## config.mk

```make
export PLATFORM = sky130hd
export DESIGN_NAME = three_axis_fir_lowpass
export DESIGN_NICKNAME = d
export VERILOG_FILES = /design/src/rtl/tfl_pkg.sv /design/src/rtl/three_axis_fir_lowpass.sv /design/src/rtl/tfl_hist.sv /design/src/rtl/tfl_mac.sv
export VERILOG_INCLUDE_DIRS = /design/src /design/src/rtl
export SDC_FILE = /design/constraint.sdc
export NUM_CORES = 2
export LEC_CHECK = 0
export BUFFER_PORTS_ARGS = -buffer_cell sky130_fd_sc_hd__buf_4
export CORE_ASPECT_RATIO = 0.9
export CORE_MARGIN = 5
export CORE_UTILIZATION = 45
export CTS_BUF_LIST = sky130_fd_sc_hd__clkbuf_4 sky130_fd_sc_hd__clkbuf_8
export DETAILED_ROUTE_END_ITERATION = 8
export GPL_TIMING_DRIVEN = 0
export RECOVER_POWER = 50
export SETUP_SLACK_MARGIN = 0.5
export SYNTH_ARGS = -nofsm -noshare
export SYNTH_HDL_FRONTEND = slang
export SYNTH_SLANG_ARGS = --single-unit
```

## constraint.sdc

```tcl
create_clock -name i_clk -period 12.35 [get_ports i_clk]
set_input_delay 0.6175 -clock i_clk [delete_from_list [all_inputs] [get_ports i_clk]]
set_output_delay 0.6175 -clock i_clk [all_outputs]
set_load 0.02 [all_outputs]
```

## src/rtl/three_axis_fir_lowpass_defines.svh

```systemverilog
// Assertion macros used by the filter's top-level module.
`ifndef THREE_AXIS_FIR_LOWPASS_DEFINES_SVH
`define THREE_AXIS_FIR_LOWPASS_DEFINES_SVH

// Checks an implication on every rising edge outside of reset.
`define TFL_ASSERT(lbl, prop, msg) \
    lbl: assert property (@(posedge i_clk) disable iff (!i_rst_n) prop) else $error(msg);

// Checks that a condition never holds outside of reset.
`define TFL_NEVER(lbl, cond, msg) \
    lbl: assert property (@(posedge i_clk) disable iff (!i_rst_n) !(cond)) else $error(msg);

`endif

```

## src/rtl/tfl_pkg.sv

```systemverilog
package tfl_pkg;

    localparam int TAPS_DEF        = 21;
    localparam int SAMPLE_BITS_DEF = 16;
    localparam int AXES            = 3;
    localparam int AXIS_W          = 2;
    localparam int COEF_W          = 16;
    localparam int FRAC_BITS       = 16;

    typedef struct packed {
        logic valid;
        logic first;
        logic last;
    } t_mac_op;

    typedef struct packed {
        logic              rotate;
        logic              push;
        logic              clear;
        logic [AXIS_W-1:0] axis;
    } t_hist_op;

    // Q0.16 taps of the symmetric low-pass; taps past the table are zero.
    function automatic logic [COEF_W-1:0] coef_q16(input int k);
        logic [COEF_W-1:0] c;
        case (k)
            0, 20:   c = 16'd2152;
            1, 19:   c = 16'd2169;
            2, 18:   c = 16'd2507;
            3, 17:   c = 16'd2830;
            4, 16:   c = 16'd3195;
            5, 15:   c = 16'd3332;
            6, 14:   c = 16'd3366;
            7, 13:   c = 16'd3486;
            8, 12:   c = 16'd3820;
            9, 11:   c = 16'd3903;
            10:      c = 16'd4010;
            default: c = '0;
        endcase
        return c;
    endfunction

endpackage

```

## src/rtl/three_axis_fir_lowpass.sv

```systemverilog
// Each accepted item runs through every tap of the three axes, waits for the three MAC results
// and is then written to the output register; no new item is taken meanwhile, as one
// multiply-accumulate unit serves every tap of all three axes in turn.
// A new item is taken while the previous result still waits in the output register.
// Reset (synchronous, active low) clears the sample histories, the record count,
// the sequencer and the output valid flag.
`include "three_axis_fir_lowpass_defines.svh"

module three_axis_fir_lowpass #(
    parameter int TAPS        = tfl_pkg::TAPS_DEF,
    parameter int SAMPLE_BITS = tfl_pkg::SAMPLE_BITS_DEF
) (
    input  logic                                                    i_clk,
    input  logic                                                    i_rst_n,
    input  logic                                                    s_axis_tvalid,
    output logic                                                    s_axis_tready,
    // x_sample, y_sample, z_sample from the lowest bit up, zero padded to bytes.
    input  logic [((tfl_pkg::AXES*SAMPLE_BITS+7)/8)*8-1:0]          s_axis_tdata,
    // last_sample.
    input  logic                                                    s_axis_tlast,
    output logic                                                    m_axis_tvalid,
    input  logic                                                    m_axis_tready,
    // x_filtered, y_filtered, z_filtered from the lowest bit up, zero padded to bytes.
    output logic [((tfl_pkg::AXES*SAMPLE_BITS+7)/8)*8-1:0]          m_axis_tdata,
    // warmed_up.
    output logic [0:0]                                              m_axis_tuser
);
    import tfl_pkg::*;

    localparam int DATA_W = ((AXES * SAMPLE_BITS + 7) / 8) * 8;
    localparam int K_W    = $clog2(TAPS);
    localparam int CNT_W  = $clog2(TAPS + 1);

    localparam logic [1:0] S_IDLE = 2'd0;
    localparam logic [1:0] S_MAC  = 2'd1;
    localparam logic [1:0] S_WAIT = 2'd2;
    localparam logic [1:0] S_FIN  = 2'd3;

    logic [1:0]                              r_state;
    logic [1:0]                              n_state;
    logic [K_W-1:0]                          r_k;
    logic [AXIS_W-1:0]                       r_axis;
    logic [AXIS_W-1:0]                       r_rcnt;
    logic [CNT_W-1:0]                        r_count;
    logic                                    r_last;
    logic [AXES-1:0][SAMPLE_BITS-1:0]        r_fresh;
    logic [AXES-1:0][SAMPLE_BITS-1:0]        r_filt;
    logic                                    r_out_valid;
    logic [DATA_W-1:0]                       r_out_data;
    logic                                    r_out_user;

    logic                                    w_accept;
    logic                                    w_out_free;
    logic                                    w_fin;
    logic                                    w_k_end;
    logic                                    w_axis_end;
    logic signed [SAMPLE_BITS-1:0]           w_fresh_sel;
    logic signed [SAMPLE_BITS-1:0]           w_head;
    logic signed [SAMPLE_BITS-1:0]           w_sample;
    logic [COEF_W-1:0]                       w_coef;
    logic                                    w_res_valid;
    logic signed [SAMPLE_BITS-1:0]           w_res;
    t_mac_op                                 w_mac_op;
    t_hist_op                                w_hist_op;

    assign s_axis_tready = (r_state == S_IDLE);
    assign w_accept      = s_axis_tvalid & s_axis_tready;
    assign w_out_free    = !r_out_valid || m_axis_tready;
    assign w_fin         = (r_state == S_FIN) && w_out_free;
    assign w_k_end       = (r_k == K_W'(TAPS - 1));
    assign w_axis_end    = (r_axis == AXIS_W'(AXES - 1));

    always_comb begin
        w_fresh_sel = r_fresh[0];
        for (int a = 1; a < AXES; a++) begin
            if (AXIS_W'(a) == r_axis) begin
                w_fresh_sel = r_fresh[a];
            end
        end
    end

    assign w_sample = (r_k == '0) ? w_fresh_sel : w_head;
    assign w_coef   = coef_q16(int'(r_k));

    always_comb begin
        w_mac_op.valid = (r_state == S_MAC);
        w_mac_op.first = (r_k == '0);
        w_mac_op.last  = w_k_end;
        w_hist_op.rotate = (r_state == S_MAC) && (r_k != '0);
        w_hist_op.push   = w_fin && !r_last;
        w_hist_op.clear  = w_fin && r_last;
        w_hist_op.axis   = r_axis;
    end

    tfl_hist #(
        .TAPS        (TAPS),
        .SAMPLE_BITS (SAMPLE_BITS)
    ) u_hist (
        .i_clk   (i_clk),
        .i_rst_n (i_rst_n),
        .i_op    (w_hist_op),
        .i_fresh (r_fresh),
        .o_head  (w_head)
    );

    tfl_mac #(
        .TAPS        (TAPS),
        .SAMPLE_BITS (SAMPLE_BITS)
    ) u_mac (
        .i_clk       (i_clk),
        .i_rst_n     (i_rst_n),
        .i_op        (w_mac_op),
        .i_sample    (w_sample),
        .i_coef      (w_coef),
        .o_res_valid (w_res_valid),
        .o_res       (w_res)
    );

    always_comb begin
        n_state = r_state;
        case (r_state)
            S_IDLE: begin
                if (w_accept) begin
                    n_state = S_MAC;
                end
            end
            S_MAC: begin
                if (w_k_end && w_axis_end) begin
                    n_state = S_WAIT;
                end
            end
            S_WAIT: begin
                if (w_res_valid && (r_rcnt == AXIS_W'(AXES - 1))) begin
                    n_state = S_FIN;
                end
            end
            S_FIN: begin
                if (w_out_free) begin
                    n_state = S_IDLE;
                end
            end
            default: n_state = S_IDLE;
        endcase
    end

    always_ff @(posedge i_clk) begin
        if (w_accept) begin
            r_fresh <= s_axis_tdata[AXES*SAMPLE_BITS-1:0];
            r_last  <= s_axis_tlast;
        end
        if (w_res_valid) begin
            for (int a = 0; a < AXES; a++) begin
                if (AXIS_W'(a) == r_rcnt) begin
                    r_filt[a] <= w_res;
                end
            end
        end
        if (w_fin) begin
            r_out_data <= DATA_W'(r_filt);
            r_out_user <= (r_count == CNT_W'(TAPS));
        end
    end

    always_ff @(posedge i_clk) begin
        if (!i_rst_n) begin
            r_state     <= S_IDLE;
            r_k         <= '0;
            r_axis      <= '0;
            r_rcnt      <= '0;
            r_count     <= '0;
            r_out_valid <= 1'b0;
        end else begin
            r_state <= n_state;
            if (w_accept) begin
                r_k    <= '0;
                r_axis <= '0;
                r_rcnt <= '0;
            end else if (r_state == S_MAC) begin
                if (w_k_end) begin
                    r_k    <= '0;
                    r_axis <= r_axis + AXIS_W'(1);
                end else begin
                    r_k <= r_k + K_W'(1);
                end
            end
            if (w_res_valid) begin
                r_rcnt <= r_rcnt + AXIS_W'(1);
            end
            if (w_fin) begin
                if (r_last) begin
                    r_count <= '0;
                end else if (r_count != CNT_W'(TAPS)) begin
                    r_count <= r_count + CNT_W'(1);
                end
            end
            if (w_fin) begin
                r_out_valid <= 1'b1;
            end else if (m_axis_tready) begin
                r_out_valid <= 1'b0;
            end
        end
    end

    assign m_axis_tvalid = r_out_valid;
    assign m_axis_tdata  = r_out_data;
    assign m_axis_tuser  = r_out_user;

    `TFL_ASSERT(a_accept_starts, w_accept |=> (r_state == S_MAC && r_k == '0 && r_axis == '0), "accepted item did not start at the first tap")
    `TFL_ASSERT(a_res_in_work, w_res_valid |-> (r_state == S_MAC || r_state == S_WAIT), "MAC result outside of an item")
    `TFL_NEVER(a_count_range, r_count > CNT_W'(TAPS), "record count above the tap count")

endmodule

```

## src/rtl/tfl_hist.sv

```systemverilog
module tfl_hist #(
    parameter int TAPS        = 21,
    parameter int SAMPLE_BITS = 16
) (
    input  logic                                            i_clk,
    input  logic                                            i_rst_n,
    input  tfl_pkg::t_hist_op                               i_op,
    input  logic [tfl_pkg::AXES-1:0][SAMPLE_BITS-1:0]       i_fresh,
    output logic signed [SAMPLE_BITS-1:0]                   o_head
);
    import tfl_pkg::*;

    localparam int DEPTH = TAPS - 1;

    logic [AXES-1:0][DEPTH-1:0][SAMPLE_BITS-1:0] r_line;
    logic [AXES-1:0][DEPTH-1:0][SAMPLE_BITS-1:0] n_line;

    // Clear zeroes, push shifts all lines; rotate turns the selected line by one, back in place after DEPTH steps.
    always_comb begin
        n_line = r_line;
        if (i_op.clear) begin
            n_line = '0;
        end else if (i_op.push) begin
            for (int a = 0; a < AXES; a++) begin
                for (int i = DEPTH - 1; i > 0; i--) begin
                    n_line[a][i] = r_line[a][i-1];
                end
                n_line[a][0] = i_fresh[a];
            end
        end else if (i_op.rotate) begin
            for (int a = 0; a < AXES; a++) begin
                if (AXIS_W'(a) == i_op.axis) begin
                    for (int i = 0; i < DEPTH - 1; i++) begin
                        n_line[a][i] = r_line[a][i+1];
                    end
                    n_line[a][DEPTH-1] = r_line[a][0];
                end
            end
        end
    end

    always_comb begin
        o_head = r_line[0][0];
        for (int a = 1; a < AXES; a++) begin
            if (AXIS_W'(a) == i_op.axis) begin
                o_head = r_line[a][0];
            end
        end
    end

    always_ff @(posedge i_clk) begin
        if (!i_rst_n) begin
            r_line <= '0;
        end else begin
            r_line <= n_line;
        end
    end

endmodule

```

## src/rtl/tfl_mac.sv

```systemverilog
module tfl_mac #(
    parameter int TAPS        = 21,
    parameter int SAMPLE_BITS = 16
) (
    input  logic                                i_clk,
    input  logic                                i_rst_n,
    input  tfl_pkg::t_mac_op                    i_op,
    input  logic signed [SAMPLE_BITS-1:0]       i_sample,
    input  logic [tfl_pkg::COEF_W-1:0]          i_coef,
    output logic                                o_res_valid,
    output logic signed [SAMPLE_BITS-1:0]       o_res
);
    import tfl_pkg::*;

    localparam int PROD_W = SAMPLE_BITS + COEF_W + 1;
    localparam int ACC_W  = PROD_W + $clog2(TAPS);
    localparam logic signed [ACC_W-1:0] HALF = ACC_W'(64'sd1 <<< (FRAC_BITS - 1));
    localparam logic signed [ACC_W-1:0] MAXV = ACC_W'((64'sd1 <<< (SAMPLE_BITS - 1)) - 1);
    localparam logic signed [ACC_W-1:0] MINV = -MAXV - ACC_W'(1);

    logic signed [COEF_W:0]      w_coef_s;
    logic signed [PROD_W-1:0]    w_prod;
    logic signed [ACC_W-1:0]     w_rnd;
    logic signed [ACC_W-1:0]     w_q;
    logic signed [SAMPLE_BITS-1:0] w_sat;

    logic signed [PROD_W-1:0]    r_prod;
    logic                        r_pv;
    logic                        r_pfirst;
    logic                        r_plast;
    logic signed [ACC_W-1:0]     r_acc;
    logic signed [ACC_W-1:0]     n_acc;
    logic                        r_adone;
    logic signed [SAMPLE_BITS-1:0] r_res;
    logic                        r_rdone;

    assign w_coef_s = {1'b0, i_coef};
    assign w_prod   = i_sample * w_coef_s;
    assign n_acc    = (r_pfirst ? '0 : r_acc) + ACC_W'(r_prod);
    assign w_rnd    = r_acc + HALF;
    assign w_q      = w_rnd >>> FRAC_BITS;

    always_comb begin
        if (w_q > MAXV) begin
            w_sat = MAXV[SAMPLE_BITS-1:0];
        end else if (w_q < MINV) begin
            w_sat = MINV[SAMPLE_BITS-1:0];
        end else begin
            w_sat = w_q[SAMPLE_BITS-1:0];
        end
    end

    always_ff @(posedge i_clk) begin
        if (i_op.valid) begin
            r_prod <= w_prod;
        end
        if (r_pv) begin
            r_acc <= n_acc;
        end
        if (r_adone) begin
            r_res <= w_sat;
        end
    end

    always_ff @(posedge i_clk) begin
        if (!i_rst_n) begin
            r_pv     <= 1'b0;
            r_pfirst <= 1'b0;
            r_plast  <= 1'b0;
            r_adone  <= 1'b0;
            r_rdone  <= 1'b0;
        end else begin
            r_pv     <= i_op.valid;
            r_pfirst <= i_op.valid & i_op.first;
            r_plast  <= i_op.valid & i_op.last;
            r_adone  <= r_pv & r_plast;
            r_rdone  <= r_adone;
        end
    end

    assign o_res_valid = r_rdone;
    assign o_res       = r_res;

endmodule

```

# Word level (Yosys, flattened, before mapping)
# Memory sizes are Yosys's and may differ from the RTL's. A register that Yosys moved wholly into a read port is not among the register bits.
# Cells that the tools add are included.
# W data, S select, Z words.
dict set report classes {
  add_sub_neg 6
  mul 1
  div 0
  order_cmp 2
  n_eq_ne 16
  shifts 0
  n_mux 26
  n_bitwise 5
  reduce_logical 32
}
# op n
set op_table {}
lappend op_table {{$mux W960} 2}
lappend op_table {{$mux W320} 3}
lappend op_table {{$mux W16} 6}
lappend op_table {{$add A38 B17 Y38 const B} 1}
lappend op_table {{$add A38 B38 Y38} 1}
lappend op_table {{$mux W38} 1}
lappend op_table {{$mul A16 B17 Y33} 1}
lappend op_table {{$mux W5} 5}
lappend op_table {{$gt A22 B16 Y1 const B} 1}
lappend op_table {{$lt A22 B16 Y1 const B} 1}
lappend op_table {{$reduce_and A2 Y1} 8}
lappend op_table {{$reduce_bool A2 Y1} 7}
lappend op_table {{$mux W2} 6}
lappend op_table {{$add A5 B1 Y5 const B} 2}
lappend op_table {{$eq A5 B5 Y1 const B} 2}
lappend op_table {{$eq A2 B2 Y1 const B} 4}
lappend op_table {{$pmux W2 S4} 1}
lappend op_table {{$logic_and A1 B1 Y1} 6}
lappend op_table {{$logic_not A2 Y1} 3}
lappend op_table {{$ne A2 B2 Y1 const B} 3}
lappend op_table {{$logic_not A5 Y1} 1}
lappend op_table {{$ne A5 B5 Y1 const B} 1}
lappend op_table {{$reduce_bool A5 Y1} 1}
lappend op_table {{$add A2 B1 Y2 const B} 2}
lappend op_table {{11 further kinds} 19}
dict set report word_totals {
  regBits 1215
  latchBits 0
  ramBits 0
  mem_bits_ro 384
  elab_cells 172
  n_memories 1
}
# name words word_bits rd rd_ports_with_merged_regs wr line_no
set mem_list {}
lappend mem_list {{(no name shown)} 32 12 1 1 0 tfl_pkg.sv:26} ;# case (k)

# Depth between registers and ports, before layout
dict set report depth {
  word_depth 6
  mapped_depth 31
}

# Hierarchy
# A second synthesis with hierarchy kept.
dict set report unflattened {
  cells_unflattened 6490
  hier_area_um2 67472.2
}
# mod instances cells_each area_per_inst_um2 seq_area_each_um2
set modules_own_cells {}
lappend modules_own_cells {tfl_hist 1 4490 46224.3 19218.4}
lappend modules_own_cells {tfl_mac 1 1528 14300.0 2712.6}
lappend modules_own_cells {three_axis_fir_lowpass 1 472 6947.9 4964.8}

# Worst setup path after synthesis
# No wires, ideal clock.
dict set report synth_timing {
  path_type {reg2reg}
  start {register r_k[1]}
  end {register u_mac.r_prod[24] (data pin)}
  setup_ns 0.259
  t_arrival_ns 7.109
  t_required_ns 12.091
  slack_ns 4.982
  path_stages_with_launch 29
  period_less_slack_ns 7.368
  path_cell_list {dfxtp_1 > inv_1 > ha_1 > nand2b_1 > nor3_1 > buf_2 > buf_2 > nand2_1 > a31oi_1 > clkbuf_1 > nand2_1 > fa_1 > fa_1 > fa_1 > inv_1 > fa_1 > fa_1 > inv_1 > fa_1 > inv_1 > ha_1 > and2_1 > a221o_1 > a221o_1 > a31oi_2 > nor3_1 > or3_1 > a21oi_2 > xnor2_1}
}
dict set report synth_between {
  elab_chain_len 3
}
# item line_no
set synth_rtl {}
lappend synth_rtl {{start: declaration} three_axis_fir_lowpass.sv:41} ;# logic [K_W-1:0] r_k;
lappend synth_rtl {{start signal: assignment} three_axis_fir_lowpass.sv:183} ;# r_k <= r_k + K_W'(1);
lappend synth_rtl {{$logic_not A5 Y1} three_axis_fir_lowpass.sv:82} ;# assign w_sample = (r_k == '0) ? w_fresh_sel : w_head;
lappend synth_rtl {{$mux W16} three_axis_fir_lowpass.sv:82}
lappend synth_rtl {{$mul A16 B17 Y33} tfl_mac.sv:38} ;# assign w_prod = i_sample * w_coef_s;
lappend synth_rtl {{via u_mac.w_prod[24]} tfl_mac.sv:22} ;# logic signed [PROD_W-1:0] w_prod;
lappend synth_rtl {{end signal: assignment} tfl_mac.sv:55} ;# r_prod <= w_prod;
lappend synth_rtl {{end: declaration} tfl_mac.sv:27} ;# logic signed [PROD_W-1:0] r_prod;
# The timed path passes the listed nets, and every way through them passes these cells.
# A chain may end at the register's enable or synchronous reset.

# Worst setup path after layout
# Same ends and word-level chain as after synthesis.

==> flow_summary.html <==
<table>
<tr><th>Metric</th><th>Value</th></tr>
<tr><th colspan="2">Critical path</th></tr>
<tr><td>Start point of the critical path</td><td>r_k[1]</td></tr>
<tr><td>Endpoint of the worst-slack reg-to-reg timing path</td><td>u_mac.r_prod[24]</td></tr>
<tr><td>Nature of the critical path endpoint</td><td>register</td></tr>
<tr><td>Critical path fanouts, max</td><td>10</td></tr>
<tr><td>Length in cells of the worst reg-to-reg path</td><td>28</td></tr>
<tr><td>Worst Path Arrival</td><td>10,180 ps</td></tr>
<tr><td>Reg2reg start</td><td>r_k[1]</td></tr>
<tr><td>Critical path's top delay family</td><td>adder cells</td></tr>
<tr><td>Critical path destination</td><td>u_mac.r_prod[24]</td></tr>
<tr><td>Number of gates on the worst path with buffers counted</td><td>28</td></tr>
<tr><td>Startpoint types</td><td>register</td></tr>
<tr><td>Data required time of the worst path</td><td>13,010 ps</td></tr>
<tr><td>Critical path buffer and inverter count</td><td>6</td></tr>
<tr><td>Start-to-end type of the worst setup path</td><td>reg2reg</td></tr>
<tr><td>Worst reg-to-reg setup slack</td><td>2830 ps</td></tr>
<tr><td>Slowest cell on the critical path</td><td>nor3_1</td></tr>
<tr><td>Worst path max stage delay</td><td>900 ps</td></tr>
<tr><td>Most frequent CP cell</td><td>fa_1</td></tr>
<tr><th colspan="2">Detailed routing</th></tr>
<tr><td>Total iterations of the first detailed-routing run</td><td>7</td></tr>
<tr><td>Final routed wire length divided by cell count</td><td>16.6 µm</td></tr>
<tr><td>Routed Wire Length</td><td>174,000 µm</td></tr>
<tr><td>Post-detailed-route via-to-cell ratio</td><td>5.36</td></tr>
<tr><td>Routed Antenna Nets</td><td>0</td></tr>
<tr><td>Post-detailed-route DRC marker count</td><td>0</td></tr>
<tr><td>Via total after detailed routing</td><td>56,100</td></tr>
<tr><td>DRC violation total after the first TritonRoute iteration</td><td>4,711</td></tr>
<tr><th colspan="2">Yosys</th></tr>
<tr><td>Proportion of synthesized chip area in sequential cells</td><td>0.438</td></tr>
<tr><td>Post-synthesis register bit count</td><td>1,227</td></tr>
<tr><td>Top cell type's share of synthesized area</td><td>0.324</td></tr>
<tr><td>Most used flip-flop cell after synthesis</td><td>dfxtp_1</td></tr>
<tr><td>Number of enable flip-flop cells after synthesis</td><td>233</td></tr>
<tr><td>Post-synthesis net count</td><td>8,489</td></tr>
<tr><td>Most frequent cell after synthesis</td><td>nand2_1</td></tr>
<tr><td>Synth area leader</td><td>dfxtp_1</td></tr>
<tr><td>Post-synthesis instance total</td><td>8,113</td></tr>
<tr><td>Mean Syn Cell Area</td><td>7.57 µm²</td></tr>
<tr><td>Synth area leaders</td><td>dfxtp_1 (32%), nand2_1 (13%), edfxtp_1 (11%)</td></tr>
<tr><td>Fraction of registers with async set or reset after synthesis</td><td>0</td></tr>
<tr><td>Number of different library cells in the post-synthesis netlist</td><td>74</td></tr>
<tr><td>Synth Cell Area</td><td>0.0614 mm²</td></tr>
<tr><td>Count of yosys warnings during synthesis</td><td>0</td></tr>
<tr><td>List of most frequent post-synthesis cells</td><td>nand2_1 (2,099), nor2_1 (1,036), o21ai_0 (1,007)</td></tr>
<tr><th colspan="2">Clock network</th></tr>
<tr><td>Post-CTS setup buffers</td><td>0</td></tr>
<tr><td>CTS clock-pin slew for the worst setup and hold paths</td><td>60 ps</td></tr>
<tr><td>Max clock buf depth</td><td>3</td></tr>
<tr><td>Clock Sinks</td><td>1,227</td></tr>
<tr><td>Cts repair resizes</td><td>0</td></tr>
<tr><td>Number of buffers created by CTS</td><td>202</td></tr>
<tr><td>Root Buffer</td><td>clkbuf_8</td></tr>
<tr><td>Clock Latency Late Sink</td><td>940 ps</td></tr>
<tr><td>Level count of the clock H-tree</td><td>4</td></tr>
<tr><td>TritonCTS clock tree</td><td>done</td></tr>
<tr><th colspan="2">Run</th></tr>
<tr><td>Max-cap violation count</td><td>6</td></tr>
<tr><th colspan="2">STA</th></tr>
<tr><td>Period utilisation layout</td><td>0.771</td></tr>
<tr><td>Slew at the pin closest to its max-slew limit</td><td>2480 ps</td></tr>
<tr><td>Slew HR</td><td>-0.651</td></tr>
<tr><td>Hold Vio Cnt, Final</td><td>0</td></tr>
<tr><td>Setup repair after global routing missed its margin</td><td>false</td></tr>
<tr><td>Period minus WS final</td><td>9520 ps</td></tr>
<tr><td>Clock skew</td><td>40.2 ps</td></tr>
<tr><td>Maximum operating frequency</td><td>0.105 GHz</td></tr>
<tr><td>Setup TNS</td><td>0 ps</td></tr>
<tr><td>Count of final setup violators</td><td>0</td></tr>
<tr><td>Final max-slew violation count</td><td>182</td></tr>
<tr><th colspan="2">Placement</th></tr>
<tr><td>IO Port Bufs</td><td>103</td></tr>
<tr><td>Sum of net half-perimeters after detailed placement</td><td>130,000 µm</td></tr>
<tr><td>Routability-driven placement congestion ratio</td><td>0.935</td></tr>
<tr><th colspan="2">Cells and area</th></tr>
<tr><td>Number of nets in the finished design</td><td>8,850</td></tr>
<tr><td>Relative area change from synthesis to final layout</td><td>12.7%</td></tr>
<tr><td>Share of post-route cells with drive strength above 1</td><td>0.0609</td></tr>
<tr><th colspan="2">Pwr</th></tr>
<tr><td>Pwr/cell area</td><td>235 mW/mm²</td></tr>
<tr><td>Logic pwr share</td><td>0.432</td></tr>
<tr><td>Fraction of power spent switching nets</td><td>0.389</td></tr>
<tr><td>Internal power consumption</td><td>9.92 mW</td></tr>
<tr><td>Peak VDD IR</td><td>356 µV</td></tr>
<tr><td>Switching Power</td><td>6.32 mW</td></tr>
<tr><td>Final total power</td><td>16.2 mW</td></tr>
<tr><td>Clock network power share</td><td>0.238</td></tr>
<tr><td>Static Leakage</td><td>23.5 nW</td></tr>
<tr><td>Sequential fraction of design power</td><td>0.329</td></tr>
<tr><th colspan="2">GRT</th></tr>
<tr><td>Initial antenna violation count</td><td>3</td></tr>
<tr><td>First-pass GRT wire length</td><td>282,000 µm</td></tr>
<tr><td>Sum of overflow across all layers after global routing</td><td>0</td></tr>
<tr><td>Met3 global-route usage</td><td>0.0595</td></tr>
<tr><td>Pin count of the biggest net entering global routing</td><td>50</td></tr>
<tr><td>Met1 Track Usage GR</td><td>0.341</td></tr>
<tr><td>Number of global-route vias before repair</td><td>54,700</td></tr>
<tr><td>Busiest metal layer after global routing</td><td>met2</td></tr>
<tr><td>Overall routing resource usage</td><td>0.236</td></tr>
<tr><td>Met2 demand-to-capacity share in global routing</td><td>0.356</td></tr>
<tr><th colspan="2">Worst hold path</th></tr>
<tr><td>Hold Path Class</td><td>in2reg</td></tr>
<tr><td>Cell depth of the worst hold path</td><td>3</td></tr>
<tr><th colspan="2">Floorplan</th></tr>
<tr><td>DIE AREA</td><td>0.144 mm²</td></tr>
<tr><td>Die Wd</td><td>399 µm</td></tr>
<tr><td>Ports</td><td>104</td></tr>
<tr><td>Floorplan core area</td><td>0.135 mm²</td></tr>
<tr><td>Number of rows created at floorplan</td><td>128</td></tr>
<tr><td>Initial core utilization</td><td>0.453</td></tr>
<tr><td>Vertical die dimension</td><td>360 µm</td></tr>
<tr><th colspan="2">Status</th></tr>
<tr><td>Violations in the final reports</td><td>capacitance limit, slew limit</td></tr>
<tr><td>Run status</td><td>finished with violations</td></tr>
</table>
==> what timing repair did <==
action | 4_1_cts | 5_1_grt
hold buffers | 49 | 0
endpoints found under the setup margin | 0 | 0
endpoints found under the hold margin | 49 | 0
==> metrics by stage <==
stage | hold WS (ps) | instance area [µm²] | setup WS [ps] | cells | utilization
global route | 56.6 | 69100 | 2600 | 10500 | 0.510
global placement | 404 | 64400 | 3360 | 10000 | 0.476
detailed placement | 405 | 64500 | 3330 | 10000 | 0.476
finish | 115 | 69100 | 2830 | 10500 | 0.510
floorplan | 400 | 61400 | 4980 | 8113 | -
CTS | 0.262 | 69500 | 3290 | 10500 | 0.513
==> logic make-up after synthesis <==
group	share of synthesized area
AND/OR/NAND/NOR	0.300
AO/OA/AOI/OAI	0.108
flip-flops	0.438
buffers and inverters	0.0531
adder cells (fa/ha/maj)	0.0828
XOR/XNOR	0.0118
multiplexers	0.00620
==> routing by layer <==
metal | share of wire | up-vias
li1 | - | 27500
met1 | 0.47 | 26700
met2 | 0.43 | 1584
met3 | 0.083 | 251
met4 | 0.018 | 0
met5 | 0 | -
==> power groups by stage <==
stage          clock (mW)  combinational, mW  sequential, mW
4_1_cts              3.97               7.04            5.32
2_1_floorplan           0               5.49            5.21
3_5_place_dp            0               6.97            5.40
6_report             3.87               7.02            5.35
5_1_grt              4.17               8.09            5.38
3_3_place_gp            0               6.87            5.41
==> tightest hold or removal path: stages <==
cell     delay [ps]
buf_4            80
nor2b_1          80
o21a_1          180
==> registers in the layout (all words and copies together), names as in the netlist <==
name	flops
w_coef	12
r_axis	2
u_mac.o_res	16
m_axis_tuser	1
u_mac.o_res_valid	1
r_rcnt	2
u_hist.r_line	960
u_mac.r_plast	1
m_axis_tvalid	1
u_mac.r_pfirst	1
r_fresh	48
u_mac.r_pv	1
r_state	2
m_axis_tdata	48
r_last	1
u_mac.r_acc	38
u_mac.r_adone	1
r_k	5
r_count	5
r_filt	48
u_mac.r_prod	33
==> worst min-delay path by stage <==
stage             startpoint                to  slack [ps]
6_report       m_axis_tready     m_axis_tvalid         110
5_1_grt        m_axis_tready     m_axis_tvalid          60
4_1_cts        m_axis_tready     m_axis_tvalid         0.3
3_5_place_dp      r_filt[16]  m_axis_tdata[16]         400
3_3_place_gp      r_filt[19]  m_axis_tdata[19]         400
2_1_floorplan      r_filt[0]   m_axis_tdata[0]         400
==> cell usage in the layout, fill, tap and decap left out, types with 19 or more instances in the layout <==
master and count:
nor2b_1 94, xor2_1 31, nand3_1 984, and2_1 59
ha_1 184, clkbuf_8 253, dfxtp_1 994, inv_1 239
buf_2 78, nor2_1 1036, clkbuf_1 568, xnor2_1 52
a31oi_1 25, a21o_1 25, clkinv_2 24, a21oi_1 86
o21ai_0 1011, nor3_1 21, dlygate4sd3_1 49, edfxtp_1 233
fa_1 139, clkbuf_4 106, and3_1 19, nand2_1 2099
==> final cells by class <==
cell class	instances	area, µm²
plain buffers	590	2320
repair buffers	157	1070
diodes	4	10.0
well taps	1820	2280
inverters	240	901
clock inverters	54	497
flip-flops and latches	1227	26900
fillers	13500	66300
clock buffers	315	3950
multi-input cells	6056	31200
Note: power is estimated with default switching activity, not from simulation.
